[config.mk]
export PLATFORM = sky130hd
export DESIGN_NAME = mandelbrot_pair_escape_count_unit
export DESIGN_NICKNAME = d
export VERILOG_FILES = /design/src/rtl/mpe_pkg.sv /design/src/rtl/mpe_mul.sv /design/src/rtl/mandelbrot_pair_escape_count_unit.sv
export SDC_FILE = /design/constraint.sdc
export NUM_CORES = 2
export LEC_CHECK = 0
export BUFFER_PORTS_ARGS = -buffer_cell sky130_fd_sc_hd__buf_2
export CAP_MARGIN = 40
export CORE_MARGIN = 5
export CORE_UTILIZATION = 70
export CTS_BUF_LIST = sky130_fd_sc_hd__clkbuf_2
export CTS_CLUSTER_DIAMETER = 60
export DETAILED_ROUTE_END_ITERATION = 6
export GPL_ROUTABILITY_DRIVEN = 0
export PLACE_DENSITY = 0.88
export SLEW_MARGIN = 5
export SYNTH_ARGS = -nofsm -noshare
export SYNTH_HDL_FRONTEND = slang
export SYNTH_SLANG_ARGS = --single-unit
[constraint.sdc]
create_clock -name clock -period 14.1 [get_ports clock]
set_input_delay 2.115 -clock clock [delete_from_list [all_inputs] [get_ports clock]]
set_output_delay 2.115 -clock clock [all_outputs]
set_load 0.02 [all_outputs]
[src/rtl/mpe_pkg.sv]
// Shared widths and constants of the Mandelbrot pair escape-count unit.
// No dependencies; compiled first.
`timescale 1ns / 1ps

package mpe_pkg;

   // Fixed-point format of all real values (signed, FRAC_BITS fraction bits)
   localparam int FRAC_BITS  = 28;
   // Bits of each reported count
   localparam int COUNT_BITS = 16;

   // Working width of z and c: a second point can reach 2^32, and one update
   // adds at most 2^30 to it.
   localparam int Z_W    = 36;
   // Multiplier operand magnitude width: 2*|zi| <= 2^30 once the bound test passed
   localparam int MAG_W  = 31;
   localparam int PROD_W = 2 * MAG_W;
   // Truncated product width: |2*zi*zr| <= 8.0 in Q4.28
   localparam int SQ_W   = 32;
   // Iteration counter holds max_iterations + 1
   localparam int CNT_W  = 17;

   localparam int MAX_ITER_W = 16;
   localparam int STEP_W     = 31;
   localparam int CSR_IDX_W  = 1;
   localparam int CSR_DATA_W = 31;

   // Register indexes of the configuration port
   localparam logic [CSR_IDX_W-1:0] CSR_MAX_ITER   = 1'b0;
   localparam logic [CSR_IDX_W-1:0] CSR_PIXEL_STEP = 1'b1;

   localparam logic [MAX_ITER_W-1:0] MAX_ITER_RESET   = 16'd255;
   localparam logic [STEP_W-1:0]     PIXEL_STEP_RESET = 31'd1048576;

   localparam logic signed [Z_W-1:0] TWO_FX     = Z_W'(64'd2 << FRAC_BITS);
   localparam logic signed [Z_W-1:0] NEG_TWO_FX = -TWO_FX;
   localparam logic [SQ_W:0]         FOUR_FX    = (SQ_W + 1)'(64'd4 << FRAC_BITS);
   localparam logic [CNT_W-1:0]      COUNT_START = CNT_W'(2);

   typedef logic [MAG_W-1:0]  mag_type;
   typedef logic [PROD_W-1:0] prod_type;

   // Magnitude of a working value; callers guarantee it is below 2^MAG_W
   function automatic mag_type fx_mag(input logic signed [Z_W-1:0] v);
      logic [Z_W-1:0] a;
      a = v[Z_W-1] ? Z_W'(-v) : Z_W'(v);
      return a[MAG_W-1:0];
   endfunction

endpackage

[src/rtl/mpe_mul.sv]
// Shared unsigned magnitude multiplier with a registered product.
// Depends on mpe_pkg.
`timescale 1ns / 1ps

module mpe_mul (
   input  logic             clock,
   input  mpe_pkg::mag_type op_a,
   input  mpe_pkg::mag_type op_b,
   output mpe_pkg::prod_type prod
);
   import mpe_pkg::*;

   prod_type prod_ff;
   prod_type prod_in;

   assign prod_in = PROD_W'(op_a) * PROD_W'(op_b);

   always_ff @(posedge clock) begin
      prod_ff <= prod_in;
   end

   assign prod = prod_ff;

endmodule

[src/rtl/mandelbrot_pair_escape_count_unit.sv]
// Top level of the Mandelbrot pair escape-count unit: sequencer, z state,
// configuration registers and result register. Depends on mpe_pkg, mpe_mul.
`timescale 1ns / 1ps

// Usage
//   req_ channel: one transfer carries a point c (c_real, c_imag, signed Q4.28).
//   rsp_ channel: one transfer per request carries the escape counts of c and
//     of c + pixel_step (same imaginary part), low 16 bits each.
//   csr_ port: write max_iterations (index 0) or pixel_step (index 1) while idle.
// Sequencing
//   One iteration of z = z^2 + c runs through ST_TEST, ST_SQI, ST_CROSS and
//   ST_UPD: three passes through the single shared 31x31 multiplier (zr^2,
//   zi^2, 2*zi*zr) and one update step. req_tready is high only while no
//   item is in work.
// Reset
//   Synchronous, active high: the sequencer returns to idle, the result
//   register empties, max_iterations = 255 and pixel_step = 1.0/256.
// Back-pressure
//   The result register frees req_tready as soon as a result is parked, so a
//   new point is taken while rsp_tready is low. If the next result is done
//   before the previous one was taken, the unit holds it until rsp_tready.
module mandelbrot_pair_escape_count_unit (
   input  logic        clock,
   input  logic        reset,
   // Request: [31:0] c_real, [63:32] c_imag
   input  logic        req_tvalid,
   output logic        req_tready,
   input  logic [63:0] req_tdata,
   // Response: [15:0] count_first, [31:16] count_second
   output logic        rsp_tvalid,
   input  logic        rsp_tready,
   output logic [31:0] rsp_tdata,
   // Configuration writes
   input  logic                             csr_we,
   input  logic [mpe_pkg::CSR_IDX_W-1:0]    csr_index,
   input  logic [mpe_pkg::CSR_DATA_W-1:0]   csr_wdata
);
   import mpe_pkg::*;

   // Sequencer codes
   localparam logic [2:0] ST_IDLE  = 3'd0;  // wait for a request
   localparam logic [2:0] ST_TEST  = 3'd1;  // limit and bound test, issue zr*zr
   localparam logic [2:0] ST_SQI   = 3'd2;  // take zr^2, issue zi*zi
   localparam logic [2:0] ST_CROSS = 3'd3;  // take zi^2, escape test, issue 2zi*zr
   localparam logic [2:0] ST_UPD   = 3'd4;  // form the new z, advance count
   localparam logic [2:0] ST_DONE  = 3'd5;  // close a point

   logic [2:0]              state_ff, state_in;
   logic                    point_ff, point_in;   // 0: first point, 1: second
   logic signed [Z_W-1:0]   cr_ff, cr_in;
   logic signed [31:0]      ci_ff, ci_in;
   logic signed [Z_W-1:0]   zr_ff, zr_in;
   logic signed [Z_W-1:0]   zi_ff, zi_in;
   logic [CNT_W-1:0]        n_ff, n_in;
   logic [SQ_W-1:0]         sr_ff, sr_in;
   logic [SQ_W-1:0]         si_ff, si_in;
   logic [COUNT_BITS-1:0]   first_ff, first_in;
   logic                    rsp_valid_ff, rsp_valid_in;
   logic [31:0]             rsp_data_ff, rsp_data_in;
   logic [MAX_ITER_W-1:0]   max_iter_ff, max_iter_in;
   logic [STEP_W-1:0]       step_ff, step_in;

   mag_type                 mag_zr, mag_zi;
   mag_type                 op_a, op_b;
   prod_type                prod;
   logic [SQ_W-1:0]         prod_fx;
   logic [SQ_W:0]           mag_sum;
   logic                    out_of_bounds;
   logic                    within_limit;
   logic signed [Z_W-1:0]   cross_fx;
   logic signed [Z_W-1:0]   ci_ext;
   logic                    out_free;

   // Single shared multiplier; product is valid in the cycle after issue
   mpe_mul u_mul (
      .clock (clock),
      .op_a  (op_a),
      .op_b  (op_b),
      .prod  (prod)
   );

   assign mag_zr  = fx_mag(zr_ff);
   assign mag_zi  = fx_mag(zi_ff);
   // Truncate toward zero: magnitudes are shifted, sign applied afterwards
   assign prod_fx = prod[FRAC_BITS +: SQ_W];
   assign mag_sum = {1'b0, sr_ff} + {1'b0, prod_fx};
   assign ci_ext  = Z_W'(ci_ff);
   assign cross_fx = (zi_ff[Z_W-1] != zr_ff[Z_W-1]) ? -Z_W'(prod_fx) : Z_W'(prod_fx);

   // A part beyond +-2.0 escapes at once and keeps the operands narrow
   assign out_of_bounds = (zr_ff > TWO_FX) || (zr_ff < NEG_TWO_FX) ||
                          (zi_ff > TWO_FX) || (zi_ff < NEG_TWO_FX);
   assign within_limit  = (n_ff <= CNT_W'(max_iter_ff));
   assign out_free      = !rsp_valid_ff || rsp_tready;

   // Multiplier operand selection
   always_comb begin
      op_a = '0;
      op_b = '0;
      unique case (state_ff)
         ST_TEST: begin
            op_a = mag_zr;
            op_b = mag_zr;
         end
         ST_SQI: begin
            op_a = mag_zi;
            op_b = mag_zi;
         end
         ST_CROSS: begin
            op_a = {mag_zi[MAG_W-2:0], 1'b0};
            op_b = mag_zr;
         end
         default: begin
            op_a = '0;
            op_b = '0;
         end
      endcase
   end

   // Sequencer and datapath next state
   always_comb begin
      state_in     = state_ff;
      point_in     = point_ff;
      cr_in        = cr_ff;
      ci_in        = ci_ff;
      zr_in        = zr_ff;
      zi_in        = zi_ff;
      n_in         = n_ff;
      sr_in        = sr_ff;
      si_in        = si_ff;
      first_in     = first_ff;
      rsp_data_in  = rsp_data_ff;
      // drop the result once the receiver takes it
      rsp_valid_in = rsp_valid_ff && !rsp_tready;

      unique case (state_ff)
         ST_IDLE: begin
            if (req_tvalid) begin
               cr_in    = Z_W'($signed(req_tdata[31:0]));
               zr_in    = Z_W'($signed(req_tdata[31:0]));
               ci_in    = $signed(req_tdata[63:32]);
               zi_in    = Z_W'($signed(req_tdata[63:32]));
               n_in     = COUNT_START;
               point_in = 1'b0;
               state_in = ST_TEST;
            end
         end
         ST_TEST: begin
            if (!within_limit || out_of_bounds) begin
               state_in = ST_DONE;
            end else begin
               state_in = ST_SQI;
            end
         end
         ST_SQI: begin
            sr_in    = prod_fx;
            state_in = ST_CROSS;
         end
         ST_CROSS: begin
            si_in = prod_fx;
            if (mag_sum > FOUR_FX) begin
               state_in = ST_DONE;
            end else begin
               state_in = ST_UPD;
            end
         end
         ST_UPD: begin
            zi_in    = cross_fx + ci_ext;
            zr_in    = Z_W'(sr_ff) - Z_W'(si_ff) + cr_ff;
            n_in     = n_ff + CNT_W'(1);
            state_in = ST_TEST;
         end
         ST_DONE: begin
            if (!point_ff) begin
               // start the point one pixel step to the right
               first_in = n_ff[COUNT_BITS-1:0];
               cr_in    = cr_ff + Z_W'(step_ff);
               zr_in    = cr_ff + Z_W'(step_ff);
               zi_in    = ci_ext;
               n_in     = COUNT_START;
               point_in = 1'b1;
               state_in = ST_TEST;
            end else if (out_free) begin
               rsp_data_in  = {n_ff[COUNT_BITS-1:0], first_ff};
               rsp_valid_in = 1'b1;
               state_in     = ST_IDLE;
            end
         end
         default: begin
            state_in = ST_IDLE;
         end
      endcase
   end

   // Configuration registers, masked to their widths
   always_comb begin
      max_iter_in = max_iter_ff;
      step_in     = step_ff;
      if (csr_we) begin
         unique case (csr_index)
            CSR_MAX_ITER:   max_iter_in = csr_wdata[MAX_ITER_W-1:0];
            CSR_PIXEL_STEP: step_in     = csr_wdata[STEP_W-1:0];
         endcase
      end
   end

   always_ff @(posedge clock) begin
      if (reset) begin
         state_ff     <= ST_IDLE;
         rsp_valid_ff <= 1'b0;
         max_iter_ff  <= MAX_ITER_RESET;
         step_ff      <= PIXEL_STEP_RESET;
      end else begin
         state_ff     <= state_in;
         rsp_valid_ff <= rsp_valid_in;
         max_iter_ff  <= max_iter_in;
         step_ff      <= step_in;
      end
   end

   // Payload registers hold without reset
   always_ff @(posedge clock) begin
      point_ff    <= point_in;
      cr_ff       <= cr_in;
      ci_ff       <= ci_in;
      zr_ff       <= zr_in;
      zi_ff       <= zi_in;
      n_ff        <= n_in;
      sr_ff       <= sr_in;
      si_ff       <= si_in;
      first_ff    <= first_in;
      rsp_data_ff <= rsp_data_in;
   end

   assign req_tready = (state_ff == ST_IDLE);
   assign rsp_tvalid = rsp_valid_ff;
   assign rsp_tdata  = rsp_data_ff;

endmodule

# Word-level counts from Yosys, hierarchy flattened
# Index checks and enable logic that the tools add are counted.
[classes]
eq_ne = 9
mux = 26
n_reduce_logical = 22
add_sub_neg = 9
n_mul = 1
bitwise = 2
n_lt_le_gt_ge = 6
[op_table]
columns = ["cell", "count"]
rows = [
  ["case mux 36 bit (3 select lines)", 2],
  ["two-way mux 36 bit", 5],
  ["case mux 31 bit (3 select lines)", 1],
  ["greater-than comparator 36 x 31 -> 1 bit (second input constant)", 2],
  ["< comparator 36 x 30 -> 1 bit (second input constant)", 2],
  ["case mux 36 bit (2 select lines)", 1],
  ["two-way mux 31 bit", 2],
  ["negation 31 bit", 2],
  ["case mux 31 bit (2 select lines)", 1],
  ["multiplier 31 x 31 -> 60 bit", 1],
  ["case mux 17 bit (3 select lines)", 1],
  ["adder 36 x 31 -> 36 bit", 1],
  ["adder 36 x 32 -> 36 bit", 1],
  ["adder 36 bit", 1],
  ["negation 32 -> 36 bit", 1],
  ["two-way mux 17 bit", 2],
  ["adder 32 x 32 -> 33 bit", 1],
  ["greater-than comparator 33 x 31 -> 1 bit (second input constant)", 1],
  ["subtractor 32 x 32 -> 33 bit", 1],
  ["case mux 3 bit (6 select lines)", 1],
  ["adder 17 x 1 -> 17 bit (second input constant)", 1],
  ["less-or-equal comparator 17 x 16 -> 1 bit", 1],
  ["two-way mux 3 bit", 4],
  ["AND reduction 2 bit", 6],
  ["other kinds (17)", 33],
]
[totals]
inputBits = 101
wordCells = 90
regBits = 381

# Longest topological paths before layout
[depth]
word_depth = 7
mapped_depth = 40
ltp_nobuf = 39

# By module
# From an unflattened synthesis, not the netlist that was laid out.
[unflattened]
hier_cells = 6234
area_unflattened_um2 = 56355.3
[by_module_without_submodules]
columns = ["module", "cells_per_inst", "instances", "area_per_inst_um2"]
rows = [
  ["mpe_mul", 3554, 1, 32591.3],
  ["mandelbrot_pair_escape_count_unit", 2680, 1, 23764.0],
]

# Worst setup path before layout
# Ideal clock, no wire load.
[synth_timing]
kind = "reg2reg"
from = "reg zi_ff[10]"
to = "reg u_mul.prod_ff[59], in the netlist u_mul.prod[59]"
required_ns = 14.028
arrival_time_ns = 9.395
period_less_slack_ns = 9.468
path_stages_with_launch = 36
n_path_buf = 2
path_slack_ns = 4.632
setup_time_ns = 0.072
cell_sequence = "edfxtp_1 > or4_4 > or4_1 > buf_2 > nand2b_1 > o31ai_1 > xor2_1 > nor2_1 > a31o_2 > clkbuf_1 > nand2_1 > fa_1 > inv_1 > fa_1 > inv_1 > fa_1 > fa_1 > inv_1 > fa_1 > fa_1 > fa_1 > inv_1 > fa_1 > inv_1 > ha_1 > a21o_1 > a21oi_1 > nor2b_1 > or4_1 > a221oi_1 > o221ai_1 > a21o_1 > a31o_2 > a21o_1 > a21oi_1 > xnor2_1"
[synth_via]
elab_chain_cells = 4
elab_cells_between_ends = 5
[synth_lines]
columns = ["item", "line", "rtl"]
rows = [
  ["from (decl)", "mandelbrot_pair_escape_count_unit.sv:53", "logic signed [Z_W-1:0] zi_ff, zi_in;"],
  ["from (signal assigned)", "mandelbrot_pair_escape_count_unit.sv:227", "zi_ff <= zi_in;"],
  ["negation 31 bit", "mpe_pkg.sv:46", "a = v[Z_W-1] ? Z_W'(-v) : Z_W'(v);"],
  ["two-way mux 31 bit *", "mpe_pkg.sv:46", ""],
  ["case mux 31 bit (3 select lines) or case mux 31 bit (2 select lines) (tied branches)", "mandelbrot_pair_escape_count_unit.sv:100", "unique case (state_ff)"],
  ["multiplier 31 x 31 -> 60 bit *", "mpe_mul.sv:16", "assign prod_in = PROD_W'(op_a) * PROD_W'(op_b);"],
  ["named net u_mul.prod_in[59]", "mpe_mul.sv:14", "prod_type prod_in;"],
  ["to (signal assigned)", "mpe_mul.sv:19", "prod_ff <= prod_in;"],
  ["to (decl)", "mpe_mul.sv:13", "prod_type prod_ff;"],
]
# Mark *: on every way through the listed nets, which the timed path passes. The rest lies on a longest branch.
# A chain may end at the register's enable or synchronous reset.

# Worst setup path in the final report
[layout_timing]
from = "reg zi_ff[3]"
to = "reg u_mul.prod_ff[56], in the netlist u_mul.prod[56]"
# Same word-level chain as after synthesis.

==> run_results.csv <==
group,metric,value,unit
status,status,"finished, violations left",
status,violations,"design-rule violations",
critical_path,cp.arrival,12510,ps
logic_synthesis,yosysWarnings,0,
logic_synthesis,muxShareOfSynthArea,0.611,%
critical_path,timing.critical_path.slowest_stage_cell,"sky130_fd_sc_hd__a21o_1",
detailed_routing,vias,46100,
sta,rsz0062_at_grt,"no",
detailed_routing,post-route-drc-count,91,
clock_network,cts_setup_buffers,0,
detailed_routing,detail_route.vias_per_cell,6.45,
min_path,hold_path_startpoint,"first_ff[13]",
clock_network,cts_num_sinks,353,
logic_synthesis,number_of_enable_type_register_cells_in_the_synthesized_netlist,270,
finish,seq_area,9770,um2
detailed_routing,drt.antenna.violating_nets,0,
clock_network,tritoncts,"yes",
critical_path,worst-path-buf-inv,3,
grt,grt-ovfl-total,0,
grt,groute.layer.met1.usage,47.9,%
critical_path,cp.required,15150,ps
clock_network,cts.clk_slew.worst_paths,140,ps
grt,first_pass_grt_wire_length,260,mm
sta,achievable-frequency,87.3,MHz
floorplanning,design.die.area,81600,um2
critical_path,worst_setup_path_end_kind,"flip-flop",
finish,fillCellCount,5040,
critical_path,setup.reg_to_reg.worst_slack,2640,ps
floorplanning,die_h,286,um
sta,slew-limit-headroom,35.1,%
sta,timing.setup.tns,0,ps
floorplanning,effective_utilization_at_floorplan,70.3,%
placed_design,post-dp-hpwl,129,mm
logic_synthesis,synth.cell_area,53200,um2
finish,fraction_of_final_layout_cells_with_drive_strength_greater_than_1,7.87,%
logic_synthesis,asyncSetResetFlopFracSynth,0,%
critical_path,maximum_cell_stage_delay_along_the_critical_path,790,ps
detailed_routing,detailedRoute.firstPassIterationCount,7,
grt,largest_net_degree_at_the_start_of_global_routing,72,
logic_synthesis,synth_compound_gate_area_share,11.3,%
floorplanning,placement_rows,101,
min_path,timing.hold.worst.class,"flip-flop to flip-flop",
critical_path,r2r.worst_path.cells,31,
critical_path,setup.worst_path.class,"flip-flop to flip-flop",
logic_synthesis,ys_seq_area_share,18.4,%
sta,setup_violations,0,
logic_synthesis,postSynthNetCount,7342,
grt,grt_antenna_before_repair,12,
min_path,holdPathEnd,"rsp_tdata[13]",
logic_synthesis,yosys.area_share.adder,41.5,%
logic_synthesis,avgSynthCellArea,8.90,um2
critical_path,critical_path.max_fanout,17,
floorplanning,horizontal_die_dimension,286,um
detailed_routing,detail_route.wirelength,169,mm
pwr,power,5.98,mW
critical_path,regToRegEndpoint,"u_mul.prod[56]",
finish,fin_nets,7439,
floorplanning,boundaryPins,135,
sta,final.min_clock_period,11460,ps
run,maxCapViolations,0,
placed_design,place.port_buffers,134,
clock_network,htreeDepth,3,
detailed_routing,drt-wirelength-per-cell,23.6,um
clock_network,post_cts_hold_buffer_count,0,
sta,final-max-slew-violation-count,0,
clock_network,tritoncts.num_buffers,91,
logic_synthesis,simple_gate_area_share_of_the_yosys_netlist,15.3,%
critical_path,critical_path_start_type,"flip-flop",
sta,final_min_period_over_clock_period,81.3,%
floorplanning,fp.coreArea,75700,um2
critical_path,path_common_cell,"sky130_fd_sc_hd__fa_1",
logic_synthesis,synth_top_family_by_area,"adder cells",
pwr,powerDensity,106,nW/um2
clock_network,insertion_delay_to_the_later_sink_of_the_worst_skew_pair,1180,ps
finish,multi_input_area,39000,um2
critical_path,critical_path.top_delay_family,"adder cells",
min_path,hold-path-cell-count,0,
finish,area_growth,5.84,%
clock_network,cts-root-buf,"sky130_fd_sc_hd__clkbuf_2",
pwr,leakagePower,27.1,nW
logic_synthesis,synthDistinctLibCells,87,
detailed_routing,drt-initial-drc-count,6003,
sta,slew_of_the_pin_with_the_lowest_slew_margin,971,ps
grt,number_of_global_route_vias_before_repair,47600,
sta,timing.final.hold_violations,0,
logic_synthesis,synthesized_instance_count,5979,
grt,grt_util_met3,16.3,%
grt,grt_busiest_layer,"met2",
pwr,irDropWorstVdd,0.144,mV
clock_network,cts_max_path_buffers,3,
clock_network,cts-resized-gates,0,
logic_synthesis,ys_flop_type,"sky130_fd_sc_hd__edfxtp_1",
logic_synthesis,synth-xor-area-share,4.20,%
grt,gr-usage-met2,62.4,%
critical_path,timing.rr.start,"zi_ff[3]",
grt,groute.usage.overall,41.2,%
logic_synthesis,ys_seq_elements,353,
sta,clock_skew,136,ps
report_power, final:
group / total, mW / switching, mW / internal (mW) / leakage [nW]
clock: 0.814 / 0.487 / 0.327 / 0.676
sequential: 1.45 / 0.187 / 1.26 / 3.22
combinational: 3.71 / 2.33 / 1.39 / 23.2
total: 5.98 / 3.00 / 2.97 / 27.1
layer usage:
layer  wire, um  vias up
met1      53900    21800
li1           -    19500
met4      17200        4
met5         45        -
met3      25400     1174
met2      72100     3627
placed cells by master (no fill, tap or decap), types with 12 or more instances in the layout:
master / synthesis / layout
sky130_fd_sc_hd__inv_1: 962 / 962
sky130_fd_sc_hd__nand2_1: 871 / 870
sky130_fd_sc_hd__fa_1: 840 / 840
sky130_fd_sc_hd__nor2_1: 692 / 691
sky130_fd_sc_hd__ha_1: 422 / 422
sky130_fd_sc_hd__a21oi_1: 285 / 278
sky130_fd_sc_hd__edfxtp_1: 270 / 270
sky130_fd_sc_hd__o21ai_0: 195 / 192
sky130_fd_sc_hd__buf_2: 33 / 135
sky130_fd_sc_hd__xnor2_1: 132 / 132
sky130_fd_sc_hd__clkbuf_2: 1 / 125
sky130_fd_sc_hd__xor2_1: 123 / 123
sky130_fd_sc_hd__a21o_1: 119 / 119
sky130_fd_sc_hd__buf_4: 0 / 102
sky130_fd_sc_hd__dfxtp_1: 83 / 82
sky130_fd_sc_hd__nor3_1: 42 / 42
sky130_fd_sc_hd__o21a_1: 41 / 41
sky130_fd_sc_hd__nand2b_1: 39 / 39
sky130_fd_sc_hd__a31oi_1: 40 / 38
sky130_fd_sc_hd__nand3_1: 38 / 37
sky130_fd_sc_hd__nor2b_1: 38 / 37
sky130_fd_sc_hd__or3_1: 32 / 32
sky130_fd_sc_hd__nand4_1: 31 / 31
sky130_fd_sc_hd__and2_1: 31 / 30
sky130_fd_sc_hd__clkinv_1: 1 / 30
sky130_fd_sc_hd__o31ai_1: 29 / 29
sky130_fd_sc_hd__a211oi_1: 24 / 24
sky130_fd_sc_hd__o21bai_1: 23 / 23
sky130_fd_sc_hd__nor4_1: 20 / 20
sky130_fd_sc_hd__and3_1: 20 / 20
sky130_fd_sc_hd__mux2i_1: 19 / 19
sky130_fd_sc_hd__a31o_2: 18 / 18
sky130_fd_sc_hd__or4_1: 15 / 15
sky130_fd_sc_hd__o41ai_1: 15 / 15
sky130_fd_sc_hd__o22ai_1: 23 / 15
sky130_fd_sc_hd__o211ai_1: 15 / 15
sky130_fd_sc_hd__a211o_1: 15 / 15
sky130_fd_sc_hd__diode_2: 0 / 14
sky130_fd_sc_hd__mux2_2: 12 / 12
metrics by stage:
step	instances	cell area (um2)	util [%]	setup WS, ps	hold slack (ps)
2_1_floorplan	5979	53200	-	4630	400
3_3_place_gp	6943	55000	72.7	3280	401
3_5_place_dp	6958	55300	73.0	3020	405
4_1_cts	7128	56200	74.3	2960	421
5_1_grt	7136	56300	74.4	2320	425
6_report	7145	56300	74.4	2640	411
synthesized netlist by cell type, types with 19 or more instances:
| master | number | area [um2] |
|---|---|---|
| sky130_fd_sc_hd__inv_1 | 962 | 3610 |
| sky130_fd_sc_hd__nand2_1 | 871 | 3270 |
| sky130_fd_sc_hd__fa_1 | 840 | 16800 |
| sky130_fd_sc_hd__nor2_1 | 692 | 2600 |
| sky130_fd_sc_hd__ha_1 | 422 | 5280 |
| sky130_fd_sc_hd__a21oi_1 | 285 | 1430 |
| sky130_fd_sc_hd__edfxtp_1 | 270 | 8110 |
| sky130_fd_sc_hd__o21ai_0 | 195 | 976 |
| sky130_fd_sc_hd__clkbuf_1 | 182 | 683 |
| sky130_fd_sc_hd__xnor2_1 | 132 | 1160 |
| sky130_fd_sc_hd__xor2_1 | 123 | 1080 |
| sky130_fd_sc_hd__a21o_1 | 119 | 893 |
| sky130_fd_sc_hd__dfxtp_1 | 83 | 1660 |
| sky130_fd_sc_hd__nor3_1 | 42 | 210 |
| sky130_fd_sc_hd__o21a_1 | 41 | 308 |
| sky130_fd_sc_hd__a31oi_1 | 40 | 250 |
| sky130_fd_sc_hd__nand2b_1 | 39 | 244 |
| sky130_fd_sc_hd__nand3_1 | 38 | 190 |
| sky130_fd_sc_hd__nor2b_1 | 38 | 238 |
| sky130_fd_sc_hd__buf_2 | 33 | 165 |
| sky130_fd_sc_hd__or3_1 | 32 | 200 |
| sky130_fd_sc_hd__and2_1 | 31 | 194 |
| sky130_fd_sc_hd__nand4_1 | 31 | 194 |
| sky130_fd_sc_hd__buf_1 | 30 | 113 |
| sky130_fd_sc_hd__o31ai_1 | 29 | 218 |
| sky130_fd_sc_hd__a211oi_1 | 24 | 180 |
| sky130_fd_sc_hd__o21bai_1 | 23 | 173 |
| sky130_fd_sc_hd__o22ai_1 | 23 | 144 |
| sky130_fd_sc_hd__and3_1 | 20 | 125 |
| sky130_fd_sc_hd__nor4_1 | 20 | 125 |
| sky130_fd_sc_hd__mux2i_1 | 19 | 190 |
flip-flops by register name, indices dropped and copies added, names as in the netlist:
| signal | count |
|---|---|
| n_ff | 17 |
| rsp_tdata | 32 |
| zr_ff | 36 |
| step_ff | 31 |
| u_mul.prod | 32 |
| zi_ff | 36 |
| max_iter_ff | 16 |
| cr_ff | 36 |
| first_ff | 16 |
| state_ff | 3 |
| ci_ff | 32 |
| si_ff | 32 |
| sr_ff | 32 |
| point_ff | 1 |
| rsp_tvalid | 1 |
area by class of cell:
type | instances | share of cell area, %
flip-flops and latches | 353 | 17.4
multi-input cells | 4415 | 69.2
diodes | 14 | 0.0622
clock buffers | 125 | 1.11
repair buffers | 251 | 3.07
inverters | 964 | 6.42
well taps | 978 | 2.17
clock inverters | 45 | 0.580
how the worst max path moves through the flow:
stage | start | endpoint | slack (ps) | cells past startpoint
after global placement | zi_ff[5] | u_mul.prod[56] | 3280 | 31
after floorplan | zi_ff[10] | u_mul.prod[59] | 4630 | 35
after global routing | zr_ff[5] | u_mul.prod[55] | 2320 | 32
after detailed placement | zi_ff[4] | u_mul.prod[56] | 3020 | 31
after CTS | zi_ff[3] | u_mul.prod[56] | 2960 | 31
final | zi_ff[3] | u_mul.prod[56] | 2640 | 31
cell families (layout without fill, tap and decap cells):
kind of cell / Yosys count / count (layout)
buffers and inverters: 1211 / 1385
other: 0 / 14
and+or+nand+nor: 1922 / 1922
DFF: 353 / 353
AOI/OAI and AO/OA: 945 / 945
muxes: 31 / 31
xor gates and xnor gates: 255 / 255
adders and majority gates: 1262 / 1262
No activity file was read; power rests on OpenSTA's default activity.
